===== config.mk =====
export PLATFORM = sky130hd
export DESIGN_NAME = dgsp_ram
export DESIGN_NICKNAME = d
export VERILOG_FILES = /design/src/sv/dgsp_ram.sv
export SDC_FILE = /design/constraint.sdc
export NUM_CORES = 2
export LEC_CHECK = 0
export BUFFER_PORTS_ARGS = -buffer_cell sky130_fd_sc_hd__buf_2
export CORE_MARGIN = 3
export CORE_UTILIZATION = 68
export CTS_CLUSTER_DIAMETER = 80
export DETAILED_ROUTE_END_ITERATION = 6
export HOLD_SLACK_MARGIN = 0.1
export PLACE_DENSITY_LB_ADDON = 0.2
export REMOVE_ABC_BUFFERS = 1
export SLEW_MARGIN = 20
export SYNTH_ARGS = -nofsm -noshare
export SYNTH_HDL_FRONTEND = slang
export SYNTH_SLANG_ARGS = --single-unit
export TNS_END_PERCENT = 20

===== constraint.sdc =====
create_clock -name clk -period 4 [get_ports clk]
set_input_delay 0.2 -clock clk [delete_from_list [all_inputs] [get_ports clk]]
set_output_delay 0.2 -clock clk [all_outputs]
set_load 0.02 [all_outputs]

===== src/sv/dgsp_ram.sv =====
module dgsp_ram #(
  parameter int WIDTH = 8,
  parameter int DEPTH = 256
) (
  input  logic                     clk,
  input  logic                     we,
  input  logic [$clog2(DEPTH)-1:0] waddr,
  input  logic [WIDTH-1:0]         wdata,
  input  logic [$clog2(DEPTH)-1:0] raddr,
  output logic [WIDTH-1:0]         rdata
);

  logic [WIDTH-1:0] mem [DEPTH];

  always_ff @(posedge clk) begin
    if (we) begin
      mem[waddr] <= wdata;
    end
    rdata <= mem[raddr];
  end

endmodule


After elaboration in Yosys (flattened, before gate mapping) --
Memory sizes are Yosys's and may differ from the RTL's. A register that Yosys moved wholly into a read port is not among the register bits. Index checks and enable logic that the tools add are counted. W data, S select, Z words.
Word-level totals: output and inout bits 8, register bits after elaboration 0, input bits 26, bits in writable memories 2048, logic and storage cells 3, memories kept 1
Memories:
- mem | depth 256, width 8, rd ports 1, clocked after memory_dff 1, write ports 1, RTL line 13 | logic [WIDTH-1:0] mem [DEPTH];
Cells by class: multiplexer cells 2
Operator list (count):
- $mux W1 | 2

Logic depth before layout (Yosys ltp) --
word-level depth 2, gate-level depth with buffers 11, gate-level depth less buffers 6

Least setup slack after synthesis --
No wires, ideal clock.
path kind input -> register, start point input raddr[0], end point register rdata[2] (read register of mem), stages 9, library setup time 131 ps, buffers on the path 4, arrival time 2007 ps, slack 1862 ps, path through buf_6 > buf_12 > buf_8 > buf_2 > mux4_2 > a22oi_1 > a21oi_1 > nor4_1 > nor4_2
RTL lines:
- from (decl) | RTL line 9 | input logic [$clog2(DEPTH)-1:0] raddr,
- to (decl) | RTL line 10 | output logic [WIDTH-1:0] rdata

==> impl_metrics.toml <==
[outcome]
outcome = "complete, no violations"

[clock_network]
cts_htree_levels = 4
clk_pin_slew_ps = 60
numCtsBuffers = 192
cts_root_buf = "clkbuf_16"
ctsResizeCount = 0
cts.sink_count = 2056
clockBufferDepth = 3
cts_tree = "yes"
insertion_delay_ps = 780

[global_routing]
busiest_layer = "met2"
grt_pass1_vias = 41100
gr-total-overflow = 0
met1_usage_pct = 46.2
antenna_found_initial = 6
grt_pass1_wl_um = 288000
grt.total_usage_pct = 33.4
met3_usage_pct = 9.09
grt_max_degree = 129
use_met2_pct = 51.6

[power]
power.density_mw_per_mm2 = 493
max-vdd-ir-drop_mv = 0.454
power.share.clock_pct = 39.8
power.switching_w = 0.00911
p_comb_share_pct = 5.1
internal_power_w = 0.0341
seq_power_share_pct = 55.1
p_leak_nw = 27.1
swShare_pct = 21.1

[floorplan]
fp.dieW_um = 348
die_area_sq_mm = 0.121
rows = 124
initial_core_util_pct = 69.0
ios = 34
die_h_um = 348
core_area_sq_mm = 0.115

[yosys]
synth_edf_count = 2048
synth.area.top_cells = "edfxtp_1, mux4_2, mux2i_1, nor2_1, a22oi_1"
postSynthCellCount = 3733
ys_warn_count = 0
yosysUniqueCellTypes = 55
avgSynthCellArea_sq_um = 21.3
yosys.area.top_type = "edfxtp_1"
synthArstFlopShare_pct = 0
synth.yosys.seq_area_share_pct = 77.5
yosysTopAreaCellShare_pct = 77.3
synth-seq-cells = 2056
synth_flop_cell = "edfxtp_1"
netlist_area_sq_mm = 0.0796

[drt]
drc = 0
vias = 40600
wire_per_inst_um = 35.7
via_per_inst = 7.31
wl_um = 198000
drt_iter0_drc = 6291
firstDrtPassIters = 7
ant_nets = 0

[worst_setup_path]
r2r-start = "mem[27][3]"
reg2reg_depth = 6
cp.arrival_ps = 3520
startpoint = "raddr[3]"
cp-end-kind = "flip-flop"
worstSetupPathType = "in -> reg"
crit_path_start_kind = "primary input"
crit_fanout = 28
crit_required_ps = 4690

[timing]
rsz0062_at_grt = "no"
fin_crit_sh_pct = 70.9
fin_skew_ps = 25.4
fin_setup_tns_ps = 0
max_freq_mhz = 353
max_slew_margin_pct = 24.3
layout_min_cycle_time_ps = 2840
hold_violations = 0
setup_violations = 0
tightest_slew_ps = 1140
setup_ws_ps = 1160
final_max_slew_viol_count = 0

[min_path]
min_path_type = "in -> reg"
min_path_cells = 1
hold_start = "wdata[1]"

[placement]
place_ws_ps = 555
place.gp.congestion = 0.903
io_buffers = 33
hpwl_um = 117000

[final_layout]
syn_to_final_growth_pct = 10.2
final_cell_mix = "edfxtp_1, mux4_2, nor2_1, clkbuf_16, mux2i_1"
drive_gt1_share_pct = 22.7
final_common_cell = "edfxtp_1"
nets = 3912

[job]
drv_cap = 0
## timing repair
action / 4_1_cts / 5_1_grt
buffers inserted: 0 / 0
hold buffers: 4 / 0
hold endpoints to repair: 217 / 0
## worst max-delay path, cell delays in order
cell	delay [ps]
buf_2	670
nand3b_1	760
o221ai_1	620
a21oi_1	120
a21oi_1	570
nor3_1	240
nor4_2	300
## cell families (layout without fill, tap and decap cells)
kind of cell    after synthesis  after routing  synth area share [%]
other cells                   0              7                     0
buf+inv                     235            536                  1.83
simple gates                466            466                  2.63
compound gates              385            385                  3.42
flops                      2056           2056                  77.5
mux                         591            591                  14.6
## registers in the layout (all words and copies together), names as in the netlist
signal	flops
mem	2048
rdata	8
## worst paths after layout
kind	to	slack [ps]
setup / recovery	rdata[0]	1160
setup reg to reg	rdata[3]	1350
hold / removal	mem[86][1]	140
hold reg to reg	rdata[5]	1020
## stage by stage
stage | total power [W] | utilization (%) | area [sq um] | cells | hold slack (ps)
3_3_place_gp | 0.0263 | 70.9 | 81800 | 5200 | 711
4_1_cts | 0.0432 | 76.0 | 87700 | 5546 | 102
2_1_floorplan | 0.0251 | - | 78100 | 3500 | 299
3_5_place_dp | 0.0264 | 71.0 | 81800 | 5200 | 713
5_1_grt | 0.0441 | 76.0 | 87700 | 5547 | 158
6_report | 0.0432 | 76.1 | 87700 | 5553 | 136
## power groups by stage
stage	logic, W	registers (W)	clock network (W)
after CTS	0.00216	0.0238	0.0173
after global routing	0.00228	0.0238	0.0181
after detailed placement	0.00213	0.0243	0
after floorplan	0.000833	0.0242	0
after global placement	0.00206	0.0242	0
final	0.00219	0.0238	0.0172
## synth_stat cells (31+ instances only)
master and count:
buf_2 31, mux4_2 454, edfxtp_1 2048, a21oi_1 96, nand2_1 33, a22oi_1 133, nand3_1 34, nor2_1 282
clkbuf_1 111, nor2b_1 31, o221ai_1 46, mux2i_1 134
## area by class of cell
| type | instances | area (sq um) |
|---|---|---|
| flip-flops and latches | 2056 | 61700 |
| fillers | 5674 | 27600 |
| repair buffers | 192 | 1800 |
| clock buffers | 246 | 5080 |
| diodes | 7 | 17.5 |
| multi-input cells | 1442 | 16500 |
| well taps | 1512 | 1890 |
| clock inverters | 96 | 741 |
| inverters | 2 | 7.51 |
## routing by layer
metal,share of wire (%),up-vias
met4,4.9,4
met5,0.015,-
met3,13,527
met1,35,20900
met2,48,3137
li1,-,16000
Note: power is estimated with default switching activity, not from simulation.
